$ cat src/design/fcom_pkg.sv
// Shared constants, codes and fixed-point helpers for the fly camera unit.
`timescale 1ns / 1ps
`default_nettype none
package fcom_pkg;

  localparam int CORDIC_STEPS_DEF = 16;
  localparam int ATAN_LEN         = 24;

  localparam int XY_W  = 34;   // CORDIC x/y, Q2.30 plus headroom
  localparam int Z_W   = 32;   // CORDIC residual angle, degrees*2^16
  localparam int MA_W  = 18;
  localparam int MB_W  = 33;
  localparam int MP_W  = MA_W + MB_W;

  localparam logic signed [15:0] ANG_180   = 16'sd11520;
  localparam logic signed [15:0] ANG_90    = 16'sd5760;
  localparam logic signed [18:0] ANG_360   = 19'sd23040;
  localparam logic signed [18:0] PITCH_LIM = 19'sd5696;
  localparam logic signed [15:0] ONE_Q14   = 16'sd16384;
  localparam logic [15:0]        FOV_FLOOR = 16'd256;
  localparam logic signed [XY_W-1:0] CORDIC_GAIN = 34'sd652032874;

  localparam logic signed [15:0] YAW_RST   = -16'sd5760;
  localparam logic [15:0]        FOV_RST   = 16'd11520;
  localparam logic [15:0]        SENS_RST  = 16'd6554;
  localparam logic [15:0]        SPEED_RST = 16'd640;
  localparam logic [15:0]        CEIL_RST  = 16'd11520;

  localparam logic [1:0] MODE_LOOK = 2'd0;
  localparam logic [1:0] MODE_MOVE = 2'd1;
  localparam logic [1:0] MODE_ZOOM = 2'd2;

  localparam logic [1:0] DIR_FWD   = 2'd0;
  localparam logic [1:0] DIR_BACK  = 2'd1;
  localparam logic [1:0] DIR_LEFT  = 2'd2;
  localparam logic [1:0] DIR_RIGHT = 2'd3;

  localparam logic [1:0] CFG_SENS  = 2'd0;
  localparam logic [1:0] CFG_SPEED = 2'd1;
  localparam logic [1:0] CFG_CEIL  = 2'd2;

  // atan(2^-i) in degrees*2^16
  function automatic logic signed [Z_W-1:0] atan_deg16(input logic [4:0] i);
    logic signed [Z_W-1:0] v;
    case (i)
      5'd0:  v = 32'sd2949120;
      5'd1:  v = 32'sd1740967;
      5'd2:  v = 32'sd919879;
      5'd3:  v = 32'sd466945;
      5'd4:  v = 32'sd234379;
      5'd5:  v = 32'sd117304;
      5'd6:  v = 32'sd58666;
      5'd7:  v = 32'sd29335;
      5'd8:  v = 32'sd14668;
      5'd9:  v = 32'sd7334;
      5'd10: v = 32'sd3667;
      5'd11: v = 32'sd1833;
      5'd12: v = 32'sd917;
      5'd13: v = 32'sd458;
      5'd14: v = 32'sd229;
      5'd15: v = 32'sd115;
      5'd16: v = 32'sd57;
      5'd17: v = 32'sd29;
      5'd18: v = 32'sd14;
      5'd19: v = 32'sd7;
      5'd20: v = 32'sd4;
      5'd21: v = 32'sd2;
      5'd22: v = 32'sd1;
      default: v = '0;
    endcase
    return v;
  endfunction

  // Round a Q2.28 product to Q1.14 and clamp to +-1.0
  function automatic logic signed [15:0] q14_round(input logic signed [MP_W-1:0] p);
    logic signed [MP_W-1:0] t;
    t = (p + MP_W'(8192)) >>> 14;
    if (t > MP_W'(16384))
      return ONE_Q14;
    else if (t < -MP_W'(16384))
      return -ONE_Q14;
    else
      return t[15:0];
  endfunction

endpackage
`default_nettype wire

$ cat src/design/fcom_cordic.sv
// Iterative CORDIC sine/cosine on a Q10.6 degree angle, one rotation per cycle.
`timescale 1ns / 1ps
`default_nettype none
module fcom_cordic
  import fcom_pkg::*;
#(
  parameter int STEPS = CORDIC_STEPS_DEF
) (
  input  wire logic               clk,
  input  wire logic               rst_n,
  input  wire logic               start,
  input  wire logic signed [15:0] angle,
  output logic                    busy,
  output logic                    done,
  output logic signed [15:0]      sin_q14,
  output logic signed [15:0]      cos_q14
);

  localparam int IW = $clog2(STEPS);
  localparam logic [IW-1:0] LAST = IW'(STEPS - 1);

  logic signed [XY_W-1:0] x_r, x_nxt, y_r, y_nxt;
  logic signed [Z_W-1:0]  z_r, z_nxt;
  logic [IW-1:0]          i_r, i_nxt;
  logic                   neg_r, neg_nxt, busy_r, busy_nxt, done_r, done_nxt;
  logic signed [15:0]     a_red;
  logic                   a_neg;
  logic signed [XY_W-1:0] xs, ys;

  always_comb begin
    a_neg = 1'b0;
    a_red = angle;
    if (angle > ANG_90) begin
      a_red = angle - ANG_180;
      a_neg = 1'b1;
    end else if (angle < -ANG_90) begin
      a_red = angle + ANG_180;
      a_neg = 1'b1;
    end
  end

  always_comb begin
    xs       = x_r >>> i_r;
    ys       = y_r >>> i_r;
    x_nxt    = x_r;
    y_nxt    = y_r;
    z_nxt    = z_r;
    i_nxt    = i_r;
    neg_nxt  = neg_r;
    busy_nxt = busy_r;
    done_nxt = 1'b0;
    if (start) begin
      x_nxt    = CORDIC_GAIN;
      y_nxt    = '0;
      z_nxt    = Z_W'(a_red) <<< 10;
      i_nxt    = '0;
      neg_nxt  = a_neg;
      busy_nxt = 1'b1;
    end else if (busy_r) begin
      if (z_r >= 0) begin
        x_nxt = x_r - ys;
        y_nxt = y_r + xs;
        z_nxt = z_r - atan_deg16(5'(i_r));
      end else begin
        x_nxt = x_r + ys;
        y_nxt = y_r - xs;
        z_nxt = z_r + atan_deg16(5'(i_r));
      end
      i_nxt = i_r + 1'b1;
      if (i_r == LAST) begin
        busy_nxt = 1'b0;
        done_nxt = 1'b1;
      end
    end
  end

  always_ff @(posedge clk) begin
    x_r   <= x_nxt;
    y_r   <= y_nxt;
    z_r   <= z_nxt;
    i_r   <= i_nxt;
    neg_r <= neg_nxt;
    if (!rst_n) begin
      busy_r <= 1'b0;
      done_r <= 1'b0;
    end else begin
      busy_r <= busy_nxt;
      done_r <= done_nxt;
    end
  end

  function automatic logic signed [15:0] to_q14(input logic signed [XY_W-1:0] v,
                                               input logic n);
    logic signed [XY_W-1:0] s;
    logic signed [XY_W-1:0] t;
    s = n ? -v : v;
    t = (s + XY_W'(32768)) >>> 16;
    if (t > XY_W'(16384))
      return ONE_Q14;
    else if (t < -XY_W'(16384))
      return -ONE_Q14;
    else
      return t[15:0];
  endfunction

  assign busy    = busy_r;
  assign done    = done_r;
  assign sin_q14 = to_q14(y_r, neg_r);
  assign cos_q14 = to_q14(x_r, neg_r);

endmodule
`default_nettype wire
$ cat config.mk
export PLATFORM = sky130hd
export DESIGN_NAME = fcom_cordic
export DESIGN_NICKNAME = d
export VERILOG_FILES = /design/src/design/fcom_pkg.sv /design/src/design/fcom_cordic.sv
export SDC_FILE = /design/constraint.sdc
export NUM_CORES = 1
export LEC_CHECK = 0
export BUFFER_PORTS_ARGS = -buffer_cell sky130_fd_sc_hd__clkbuf_2
export CAP_MARGIN = 20
export CORE_ASPECT_RATIO = 1.75
export CORE_MARGIN = 2
export CORE_UTILIZATION = 25
export DETAILED_ROUTE_END_ITERATION = 12
export GPL_ROUTABILITY_DRIVEN = 0
export SYNTH_ARGS = -nofsm -noshare
export SYNTH_HDL_FRONTEND = slang
export SYNTH_SLANG_ARGS = --single-unit
$ cat constraint.sdc
create_clock -name clk -period 14.3 [get_ports clk]
set_input_delay 0.715 -clock clk [delete_from_list [all_inputs] [get_ports clk]]
set_output_delay 0.715 -clock clk [all_outputs]
set_load 0.01 [all_outputs]
# Word-level counts from Yosys, hierarchy flattened

Memories as Yosys holds them, arrays and structs flattened. A register that Yosys moved wholly into a read port is not among the register bits.
Cells that the tools add are included.

Bitwise operators: 2
Eq/ne operators: 1
Add/subtract/negate cells: 13
Mux-type cells: 28
Reductions and logical operators: 2
Shift-type cells: 2
$lt $le $gt $ge: 7

Operators with widths:

| cell                                                                    | number |
|---|---|
| 32-bit two-way mux                                                      | 9 |
| 34-bit two-way mux                                                      | 4 |
| 16-bit two-way mux                                                      | 6 |
| 34-bit by 17-bit adder with 34-bit output (second input constant)       | 2 |
| 34-bit adder                                                            | 2 |
| 34-bit negation                                                         | 2 |
| 34-bit by 4-bit >>> shifter with 34-bit output                          | 2 |
| 34-bit subtractor                                                       | 2 |
| 18-bit by 16-bit > comparator with 1-bit output (second input constant) | 2 |
| 18-bit by 15-bit < comparator with 1-bit output (second input constant) | 2 |
| 32-bit adder                                                            | 1 |
| 32-bit by 1-bit >= comparator with 1-bit output (second input constant) | 1 |
| 32-bit subtractor                                                       | 1 |
| 16-bit by 15-bit adder with 16-bit output (second input constant)       | 1 |
| 16-bit by 14-bit > comparator with 1-bit output (second input constant) | 1 |
| 16-bit by 14-bit < comparator with 1-bit output (second input constant) | 1 |
| 4-bit two-way mux                                                       | 4 |
| 16-bit by 15-bit subtractor with 16-bit output (second input constant)  | 1 |
| 1-bit two-way mux                                                       | 5 |
| 4-bit by 1-bit adder with 4-bit output (second input constant)          | 1 |
| 4-bit equality test (second input constant)                             | 1 |
| 3-bit OR reduction                                                      | 1 |
| 1-bit NOT                                                               | 2 |
| 2-bit nonzero test                                                      | 1 |

Bits in read-only memories: 704
Input bits: 19
Output and inout port bits: 34
Register bits after elaboration: 107
Memories: 2

Memories:

| name            | words | width | read ports | clocked after memory_dff | write ports | line           | RTL |
|---|---|---|---|---|---|---|---|
| (no name shown) | 16    | 22    | 1          | 1                        | 0           | fcom_pkg.sv:45 | `case (i)` |
| (no name shown) | 16    | 22    | 1          | 1                        | 0           | fcom_pkg.sv:45 |  |

# Longest topological paths before layout

Gate-level depths: netlist of the first run.

Depth in word-level cells: 8
Depth in mapped cells: 28

# Least setup slack after synthesis of the first run

No wires, ideal clock.

Path type: reg-to-reg
Start: reg i_r[0]
End: reg x_r[29]
Arrival: 6.150 ns
Setup time: 0.120 ns
Clock period less this slack: 6.269 ns
Data required time: 14.180 ns
Buffers on the path: 7
Path slack: 8.031 ns
Stages on the path, launching flop included: 28
Path through: dfxtp_1 buf_2 buf_2 buf_2 buf_2 buf_1 clkbuf_1 mux4_2 inv_1 ha_1 nand4b_1 or2_1 nor2_2 a41o_1 xnor2_1 ha_1 clkbuf_1 a21oi_1 o21ai_0 a2111o_1 or3b_2 a221oi_1 nand2_1 a21boi_0 nand2b_1 a21oi_1 xnor2_1 a211o_1

Cells in the longest elaborated chain, start to end: 3

Ends and longest elaborated chain:

| element                                                  | line                                 | RTL |
|---|---|---|
| start, declared                                          | fcom_cordic.sv:24                    | `logic [IW-1:0] i_r, i_nxt;` |
| start signal, assigned                                   | fcom_cordic.sv:81                    | `i_r <= i_nxt;` |
| 34-bit by 4-bit >>> shifter with 34-bit output *         | fcom_cordic.sv:44                    | `ys = y_r >>> i_r;` |
| 34-bit adder / 34-bit subtractor (equally long branches) | fcom_cordic.sv:65, fcom_cordic.sv:61 |  |
| 34-bit two-way mux *                                     | fcom_cordic.sv:60                    | `if (z_r >= 0) begin` |
| end signal, assigned                                     | fcom_cordic.sv:78                    | `x_r <= x_nxt;` |
| end, declared                                            | fcom_cordic.sv:22                    | `logic signed [XY_W-1:0] x_r, x_nxt, y_r, y_nxt;` |

Every way passes the cells marked *; elsewhere a longest branch is shown, timed or not.
A chain may end at the register's enable or synchronous reset.

# Worst setup path after layout of the first run

Start: reg i_r[1]
End: reg x_r[33]

The elaborated chain is that of the path after synthesis.

==> impl_metrics.env, run 1 <==
export IMPL_grt_use_met2_pct=32.36
export IMPL_hold_buffers=0
export IMPL_layout_worst_path_cycle_share_pct=49.49
export IMPL_p_leak_nw=7.570
export IMPL_irDropWorstVdd_mv=0.1057
export IMPL_grt_overflow_total=0
export IMPL_vias=18233
export IMPL_final_max_slew_viol_count=0
export IMPL_numClockSinks=129
export IMPL_max_cap_viol_count=0
export IMPL_dp_cells=3234
export IMPL_clk_latency_ps=470
export IMPL_post_route_drc=0
export IMPL_outcome="finished clean"
export IMPL_final_setup_skew_ps=21.81
export IMPL_die_h_um=359.8
export IMPL_critPathMaxFanout=68
export IMPL_dieArea_mm2=0.07459
export IMPL_timing_critical_path_from_type="flop"
export IMPL_final_instance_count_excl_fill=3268
export IMPL_post_synth_cell_area_avg_um2=7.605
export IMPL_grt_met1_usage_pct=16.91
export IMPL_yosys_warnings=0
export IMPL_first_drt_iteration_drcs=1451
export IMPL_synth_enable_flop_cells=23
export IMPL_critical_path_class="reg -> reg"
export IMPL_track_usage_pct=16.95
export IMPL_power_density_mw_per_mm2=230.9
export IMPL_min_period_ps=7077
export IMPL_setup_tns_final_ps=0
export IMPL_synthesis_instances=2378
export IMPL_grt_antenna_before_repair=1
export IMPL_layout_drive_gt1_share_pct=11.27
export IMPL_core_area_mm2=0.07173
export IMPL_ys_ff_latch=129
export IMPL_grt_met3_usage_pct=2.198
export IMPL_clockRootBuffer="clkbuf_16"
export IMPL_finish_net_count=2465
export IMPL_worstPathBufferInverterCount=1
export IMPL_synthesis_nets=2513
export IMPL_number_of_global_route_vias_before_repair=17922
export IMPL_drt_first_pass_iters=5
export IMPL_htree_levels=4
export IMPL_worstMarginPinSlew_ps=1086
export IMPL_synthDistinctLibCells=94
export IMPL_clock_fmax_ghz=0.1413
export IMPL_clk_transition_reported_paths_ps=70
export IMPL_die_w_um=207.3
export IMPL_grt_start_max_net_pins=80
export IMPL_hold_ws_ps=478.5
export IMPL_routed_wire_length_per_instance_um=19.77
export IMPL_slew_limit_headroom_pct=27.09
export IMPL_synth_yosys_seq_area_share_pct=15.55
export IMPL_cts_post_setup_buffers_inserted=0
export IMPL_route_antenna_remaining_nets=0
export IMPL_tritoncts="built"
export IMPL_detailed_place_hpwl_um=48140
export IMPL_setup_viol=0
export IMPL_finalHoldViolCount=0
export IMPL_number_of_cells_upsized_or_downsized_after_cts=0
export IMPL_setup_repair_after_global_routing_missed_its_margin="false"
export IMPL_port_buffers=52
export IMPL_busiest_layer="met2"
export IMPL_critPathTopFamily="compound AO/OA/AOI/OAI gates"
export IMPL_synth_area_mm2=0.01808
export IMPL_worst_endpoint_required_ps=14680
export IMPL_row_count=130
export IMPL_cp_arrival_ps=7460
export IMPL_cts_buffers_inserted=17
export IMPL_critical_path_endpoint_type="flop"
export IMPL_initial_core_util_pct=25.21
export IMPL_cp_cell_sequence="buf_4, or2_2, o22ai_1, a211o_1, nand2_1, ha_1, nand4b_1, or2_1, nor2_2, a41o_1, xnor2_1, ha_1, a21oi_1, o21ai_0, a2111o_1, or3b_2, a221oi_1, nand2_1, a21boi_0, a31oi_1, xnor2_1, nand3_1, a21oi_1"
export IMPL_critPathMaxStageDelay_ps=770
export IMPL_timing_critical_path_slowest_stage_cell="buf_4"
export IMPL_yosys_most_used_dff="dfxtp_1"
export IMPL_cts_buffer_depth=2
export IMPL_floorplan_io_pins=53
export IMPL_grt_first_pass_wirelength_um=100300
export IMPL_synth_async_reset_ratio_pct=0
export IMPL_synthToLayoutAreaGrowth_pct=9.195
export IMPL_vias_per_cell=5.579
export IMPL_holdCritPathClass="reg -> reg"
export IMPL_wirelength_um=64610
[worst reg2reg max path: stages, from the launching register on]
cell and delay (ps):
dfxtp_4 590, buf_4 780, or2_2 370, o22ai_1 140
a211o_1 290, nand2_1 110, ha_1 200, nand4b_1 140
or2_1 290, nor2_2 270, a41o_1 230, xnor2_1 80
ha_1 400, a21oi_1 150, o21ai_0 170, a2111o_1 380
or3b_2 490, a221oi_1 520, nand2_1 100, a21boi_0 570
a31oi_1 210, xnor2_1 220, nand3_1 100, a21oi_1 180
[synth_stat cells, types with 32 or more instances]
cell type,n,share of area (%)
a21o_1,51,2.1
a21oi_1,174,4.8
clkbuf_1,118,2.4
dfxtp_1,106,12
ha_1,113,7.8
inv_1,67,1.4
mux2i_1,70,3.9
mux4_2,62,7.7
nand2_1,248,5.1
nand3_1,47,1.3
nor2_1,218,4.5
nor2b_1,32,1.1
nor3_1,64,1.8
o21ai_0,170,4.7
xnor2_1,123,6.0
xor2_1,90,4.4
[cell usage in the layout, fill, tap and decap left out, types with 10 or more instances in the layout]
cell | synthesis | routed
edfxtp_1 | 23 | 23
o21a_1 | 18 | 18
mux2_2 | 29 | 29
inv_1 | 67 | 66
or3_1 | 20 | 20
and2_1 | 16 | 16
nor4_1 | 20 | 20
o31ai_1 | 26 | 26
buf_4 | 1 | 40
a211o_1 | 15 | 15
clkbuf_2 | 0 | 51
or2_2 | 15 | 15
nand2_1 | 248 | 248
o21bai_1 | 13 | 13
a31oi_1 | 29 | 29
xor2_1 | 90 | 90
o41ai_1 | 10 | 10
nand4_1 | 16 | 16
nand3_1 | 47 | 47
clkbuf_16 | 0 | 17
and3_1 | 23 | 23
a21oi_1 | 174 | 174
nor2b_1 | 32 | 32
or4_1 | 16 | 16
nand2b_1 | 31 | 30
xnor2_1 | 123 | 123
o211ai_1 | 14 | 14
o22ai_1 | 31 | 31
nor2_1 | 218 | 216
nor3_1 | 64 | 64
dfxtp_1 | 106 | 101
a21o_1 | 51 | 51
ha_1 | 113 | 113
mux2i_1 | 70 | 70
o21ai_0 | 170 | 170
mux4_2 | 62 | 62
a211oi_1 | 28 | 28
[kinds of logic (layout without fill, tap and decap cells)]
kind of cell,after synthesis,in the layout,share of synthesized area (%)
AO/OA/AOI/OAI,704,704,25.25
XOR/XNOR,214,214,10.41
adder cells (fa/ha/maj),117,117,8.205
buffers and inverters,232,197,5.161
flip-flops,129,129,15.55
multiplexers,163,163,13.55
other,0,1,0
AND/OR/NAND/NOR,819,819,21.87
[per-stage QoR]
stage | cell area [µm²] | power, mW | utilization (%) | worst slack, ps
detailed placement | 19160 | 4.046 | 26.72 | 7224
floorplan | 18080 | 3.217 | - | 8031
finish | 19750 | 4.559 | 27.53 | 7223
CTS | 19730 | 4.527 | 27.51 | 7202
global route | 19750 | 4.956 | 27.53 | 6664
global placement | 19160 | 4.037 | 26.72 | 7373
[worst paths after layout]
path	start	endpoint	slack (ps)	depth (start not counted)
min	z_r[8]$_SDFFE_PP0P_	z_r[8]$_SDFFE_PP0P_	480	2
max reg2reg	i_r[1]$_SDFFE_PP0P_	x_r[33]$_SDFFE_PP0P_	7220	23
min reg2reg	z_r[8]$_SDFFE_PP0P_	z_r[8]$_SDFFE_PP0P_	480	2
max	i_r[1]$_SDFFE_PP0P_	x_r[33]$_SDFFE_PP0P_	7220	23
[layer usage]
metal | vias up | wire length (µm)
met1 | 8730 | 22920
met2 | 598 | 34640
met5 | - | 0
met3 | 196 | 2821
li1 | 8709 | -
met4 | 0 | 4225
[where the power goes]
part           internal [mW]  leakage [nW]  switching, mW
clock network          0.247         0.272          0.204
registers              0.473          1.12          0.248
logic                   1.42          6.18           1.96
[cell type report]
type | instances | area [µm²]
well taps | 924 | 1156
multi-input cells | 2017 | 14350
inverters | 72 | 270.3
flip-flops and latches | 129 | 2826
clock inverters | 13 | 125.1
fillers | 7882 | 51980
clock buffers | 19 | 442.9
repair buffers | 93 | 573.1
diodes | 1 | 2.502
No activity file was read; power rests on OpenSTA's default activity.
==> inputs of run 2 (changes only) <==
- clock period: 14.3 -> 6 ns (I/O delays scaled with it)
==> run 2 against run 1 <==
Against the previous run: combinational power grew to 2.6 times the previous value; final cell count is 2.6% higher; critical path depth is 1 lower; count of clock-buffer cells in the layout is 1 lower; sequential cell count stayed put; sequential power is 130% higher; setup slack worse by 6900 ps; cell area is 3.7% higher; largest power group unchanged; highest routed layer is now met5.
==> impl_metrics.env, run 2 (synthesis results as in run 1) <==
export IMPL_setup_viol=0
export IMPL_cts_buffer_depth=2
export IMPL_holdCritPathClass="in -> reg"
export IMPL_worstMarginPinSlew_ps=1149
export IMPL_port_buffers=52
export IMPL_layout_common_cells="nand2_1 (248), nor2_1 (216), a21oi_1 (173)"
export IMPL_antenna_diode_count=0
export IMPL_vias_per_cell=5.575
export IMPL_die_w_um=207.3
export IMPL_worst_endpoint_required_ps=6370
export IMPL_grt_antenna_before_repair=1
export IMPL_post_route_drc=0
export IMPL_cts_buffers_inserted=17
export IMPL_p_clk_share_pct=9.3
export IMPL_synthToLayoutAreaGrowth_pct=13.25
export IMPL_cp_arrival_ps=6080
export IMPL_grt_first_pass_wirelength_um=100700
export IMPL_hp_start="rst_n"
export IMPL_crit_reg2reg_launch="i_r[1]$_SDFFE_PP0P_"
export IMPL_final_max_slew_viol_count=0
export IMPL_detailed_place_hpwl_um=49130
export IMPL_outcome="finished clean"
export IMPL_final_setup_skew_ps=13.74
export IMPL_core_area_mm2=0.07173
export IMPL_routed_wire_length_per_instance_um=19.50
export IMPL_max_cap_viol_count=0
export IMPL_irDropWorstVdd_mv=0.2623
export IMPL_min_period_ps=5712
export IMPL_drt_first_pass_iters=5
export IMPL_finalHoldViolCount=0
export IMPL_clk_transition_reported_paths_ps=70
export IMPL_sw_share_pct=52.01
export IMPL_clk_latency_ps=470
export IMPL_power_frac_comb_pct=76.3
export IMPL_row_count=130
export IMPL_tritoncts="built"
export IMPL_p_int_mw=5.450
export IMPL_layout_drive_gt1_share_pct=14.81
export IMPL_power_density_mw_per_mm2=554.5
export IMPL_critPathMaxFanout=9
export IMPL_vias=18698
export IMPL_dieArea_mm2=0.07459
export IMPL_critical_path_endpoint_type="flop"
export IMPL_route_antenna_remaining_nets=0
export IMPL_track_usage_pct=17.03
export IMPL_final_core_util_pct=28.55
export IMPL_htree_levels=4
export IMPL_clock_fmax_ghz=0.1751
export IMPL_mostFrequentLayoutCell="nand2_1"
export IMPL_slew_limit_headroom_pct=23.39
export IMPL_power_sequential_fraction_pct=14.4
export IMPL_number_of_global_route_vias_before_repair=18147
export IMPL_timing_critical_path_from_type="flop"
export IMPL_numClockSinks=129
export IMPL_clockRootBuffer="clkbuf_16"
export IMPL_finish_net_count=2552
export IMPL_p_leak_nw=8.015
export IMPL_total_power_mw=11.36
export IMPL_initial_core_util_pct=25.21
export IMPL_die_h_um=359.8
export IMPL_total_switching_power_mw=5.907
export IMPL_startpoint="i_r[1]$_SDFFE_PP0P_"
export IMPL_critical_path_class="reg -> reg"
export IMPL_layout_worst_path_cycle_share_pct=95.21
export IMPL_first_drt_iteration_drcs=1373
export IMPL_setup_repair_after_global_routing_missed_its_margin="true"
export IMPL_grt_overflow_total=0
export IMPL_floorplan_io_pins=53
export IMPL_grt_start_max_net_pins=80
export IMPL_wirelength_um=65410
[run 2: worst max-delay path: stages (launching register included)]
cell	delay [ps]
dfxtp_4	420
buf_4	130
mux4_2	530
mux4_2	540
inv_1	80
ha_1	180
nand4b_1	150
or2_1	320
nand2_1	110
xor2_1	240
ha_1	340
a21oi_1	170
o21ai_0	150
a2111o_1	420
or3b_2	520
a221oi_4	310
nand2_1	80
a21boi_1	130
buf_4	160
nand2b_1	60
a21oi_1	190
xnor2_1	80
a211o_1	280
[run 2: final timing paths]
path | endpoint | slack [ps] | depth (start not counted)
worst max-delay path | x_r[29]$_SDFFE_PP1P_ | 290 | 22
worst min register to register | z_r[8]$_SDFFE_PP0P_ | 470 | 2
worst max register to register | x_r[29]$_SDFFE_PP1P_ | 290 | 22
worst min-delay path | done$_SDFF_PP0_ | 50 | 3
[run 2: final cells by class]
class / instances / area (µm²)
clock inverter: 14 / 127.6
inverter: 72 / 270.3
timing repair buffer: 180 / 1265
multi-input combinational: 2017 / 14410
tap: 924 / 1156
sequential: 129 / 2826
clock buffer: 18 / 429.2
fill: 7818 / 51250
[run 2: power by group through the flow]
stage,Clock [mW],Sequential (mW),Combinational [mW]
detailed placement,0,1.61,8.40
CTS,1.08,1.60,8.46
floorplan,0,1.33,6.35
finish,1.05,1.64,8.66
global placement,0,1.62,8.40
global route,1.11,1.64,9.57
[run 2: routing by layer]
layer / global-route usage, % / share of wire, %
met2: 30.99 / 51
met5: 0 / 0.011
met1: 17.17 / 35
met3: 2.783 / 5.5
met4: 13.32 / 8.7
[run 2: through the flow]
step	hold WS [ps]	instance area (µm²)	cells	setup WS, ps	TNS (ps)
after global routing	41.65	20480	3354	-37.06	-37.06
after CTS	23.95	20290	3337	109.1	0
final	48.34	20480	3354	287.5	0
after floorplan	412.5	18100	2378	57.59	0
after detailed placement	462.2	19730	3305	142.3	0
after global placement	450.6	19730	3305	145.1	0
[run 2: timing repair]
item | in CTS | in global routing
endpoints found under the hold margin | 0 | 0
gates resized for setup | 0 | 19
setup buffers | 0 | 17
hold buffers | 0 | 0
setup endpoints to repair | 0 | 23
==> inputs of run 3 (changes only) <==
- CORE_UTILIZATION: 25 -> 50
- PLACE_DENSITY: not set -> 0.69
==> run 3 against run 2 <==
Against the previous run: non-clock buffer count decreased by 14; setup slack got worse by 120 ps; first-iteration DRC count increased by 11%; clock skew increased by 2.2 ps; largest cell class unchanged; highest routed layer is now met4.
==> impl_metrics.env, run 3 (synthesis results as in run 1) <==
export IMPL_finalHoldViolCount=0
export IMPL_worst_endpoint_required_ps=6360
export IMPL_mostFrequentLayoutCell="nand2_1"
export IMPL_worstMarginPinSlew_ps=1010
export IMPL_crit_reg2reg_launch="i_r[1]$_SDFFE_PP0P_"
export IMPL_detailed_place_hpwl_um=47650
export IMPL_setup_viol=0
export IMPL_final_max_slew_viol_count=0
export IMPL_die_w_um=147.8
export IMPL_cts_buffers_inserted=17
export IMPL_hold_end="busy$_SDFF_PN0_"
export IMPL_whs_path_depth=2
export IMPL_route_antenna_remaining_nets=0
export IMPL_synthToLayoutAreaGrowth_pct=10.04
export IMPL_critPathTopFamily="compound AO/OA/AOI/OAI gates"
export IMPL_p_leak_nw=7.994
export IMPL_initial_core_util_pct=50.52
export IMPL_numClockSinks=129
export IMPL_layout_drive_gt1_share_pct=14.40
export IMPL_track_usage_pct=33.23
export IMPL_clk_transition_reported_paths_ps=70
export IMPL_wirelength_um=63980
export IMPL_htree_levels=4
export IMPL_finish_net_count=2538
export IMPL_row_count=92
export IMPL_critical_path_endpoint_type="flop"
export IMPL_cts_buffer_depth=2
export IMPL_cp_cell_sequence="buf_4, buf_12, mux4_2, mux4_2, or2_0, nor2b_1, nand2b_1, nor2_4, a41o_1, xnor2_1, ha_1, a21oi_1, o21ai_1, a2111o_1, or3b_2, a221oi_4, nand2_1, a21boi_0, buf_4, nand2b_1, a21oi_1, xnor2_1, a211o_1"
export IMPL_vias_per_cell=6.641
export IMPL_setup_reg_to_reg_worst_slack_ps=170
export IMPL_setup_ws_ps=171.6
export IMPL_grt_start_max_net_pins=80
export IMPL_number_of_global_route_vias_before_repair=18936
export IMPL_final_setup_skew_ps=15.95
export IMPL_post_route_drc=0
export IMPL_slew_limit_headroom_pct=32.53
export IMPL_critPathMaxStageDelay_ps=560
export IMPL_cp_arrival_ps=6180
export IMPL_holdCritPathClass="in -> reg"
export IMPL_vias=19166
export IMPL_power_density_mw_per_mm2=579.4
export IMPL_floorplan_io_pins=53
export IMPL_clockRootBuffer="clkbuf_16"
export IMPL_timing_critical_path_slowest_stage_cell="mux4_2"
export IMPL_first_drt_iteration_drcs=1529
export IMPL_max_cap_viol_count=0
export IMPL_outcome="finished clean"
export IMPL_filler_cell_count=3395
export IMPL_grt_first_pass_wirelength_um=98930
export IMPL_worstPathBufferInverterCount=3
export IMPL_total_power_mw=11.53
export IMPL_dieArea_mm2=0.03777
export IMPL_grt_antenna_before_repair=0
export IMPL_min_period_ps=5828
export IMPL_layout_worst_path_cycle_share_pct=97.14
export IMPL_irDropWorstVdd_mv=0.2668
export IMPL_routed_wire_length_per_instance_um=22.17
export IMPL_port_buffers=52
export IMPL_finalInstanceArea_mm2=0.01990
export IMPL_hold_buffers=0
export IMPL_dpl_cell_area_mm2=0.01907
export IMPL_crit_reg2reg_capture="x_r[29]$_SDFFE_PP1P_"
export IMPL_setup_tns_final_ps=0
export IMPL_critPathMaxFanout=5
export IMPL_antenna_diode_count=0
export IMPL_reg2reg_depth=23
export IMPL_dp_slack_ps=-52.13
export IMPL_core_area_mm2=0.03580
export IMPL_clock_fmax_ghz=0.1716
export IMPL_tritoncts="built"
export IMPL_hp_start="rst_n"
export IMPL_drt_first_pass_iters=6
export IMPL_timing_critical_path_from_type="flop"
export IMPL_layout_common_cells="nand2_1 (248), nor2_1 (215), a21oi_1 (173)"
export IMPL_grt_overflow_total=0
export IMPL_clk_latency_ps=460
export IMPL_die_h_um=255.6
export IMPL_critical_path_class="reg -> reg"
run 3: layer usage:
| metal | track usage, % | up-vias | share of wire [%] | routed length (µm) |
|---|---|---|---|---|
| met5 | 0 | - | 0 | 0 |
| met4 | 30.98 | 0 | 11 | 6836 |
| met3 | 5.668 | 366 | 6.6 | 4223 |
| met2 | 59.03 | 1000 | 50 | 32210 |
| met1 | 31.95 | 8947 | 32 | 20710 |
| li1 | - | 8853 | - | - |
run 3: area by class of cell:
cell class	count	area (µm²)	area share [%]
repair buffers	166	1181	5.935
clock buffers	18	450.4	2.263
multi-input cells	2017	14410	72.42
flip-flops and latches	129	2826	14.20
inverters	72	270.3	1.358
well taps	470	588.1	2.955
clock inverters	14	172.7	0.8677
run 3: what timing repair did:
item	in CTS	in global routing
setup endpoints to repair	2	17
setup buffers	1	13
pin swaps	0	5
gates resized for setup	1	19
run 3: stage by stage:
step,utilization [%],cells,hold slack [ps]
floorplan,-,2378,412.5
global placement,53.26,2839,446.2
detailed placement,53.26,2839,467.6
CTS,55.04,2872,82.78
global route,55.59,2886,114.4
finish,55.59,2886,107.4
run 3: worst max-delay path by stage:
stage	startpoint	end	slack, ps	cells after the start
3_3_place_gp	i_r[1]$_SDFFE_PP0P_	x_r[29]$_SDFFE_PP1P_	100	22
5_1_grt	i_r[1]$_SDFFE_PP0P_	y_r[33]$_SDFFE_PP0P_	-20	26
3_5_place_dp	i_r[1]$_SDFFE_PP0P_	x_r[29]$_SDFFE_PP1P_	-50	21
6_report	i_r[1]$_SDFFE_PP0P_	x_r[29]$_SDFFE_PP1P_	170	23
2_1_floorplan	i_r[0]$_SDFFE_PP0P_	x_r[29]$_SDFFE_PP1P_	60	27
4_1_cts	i_r[1]$_SDFFE_PP0P_	x_r[29]$_SDFFE_PP1P_	50	21
run 3: report_power, final:
part / switching [mW] / leakage [nW] / internal (mW)
Sequential: 0.390 / 1.12 / 1.13
Combinational: 5.16 / 6.57 / 3.70
Clock: 0.472 / 0.308 / 0.684
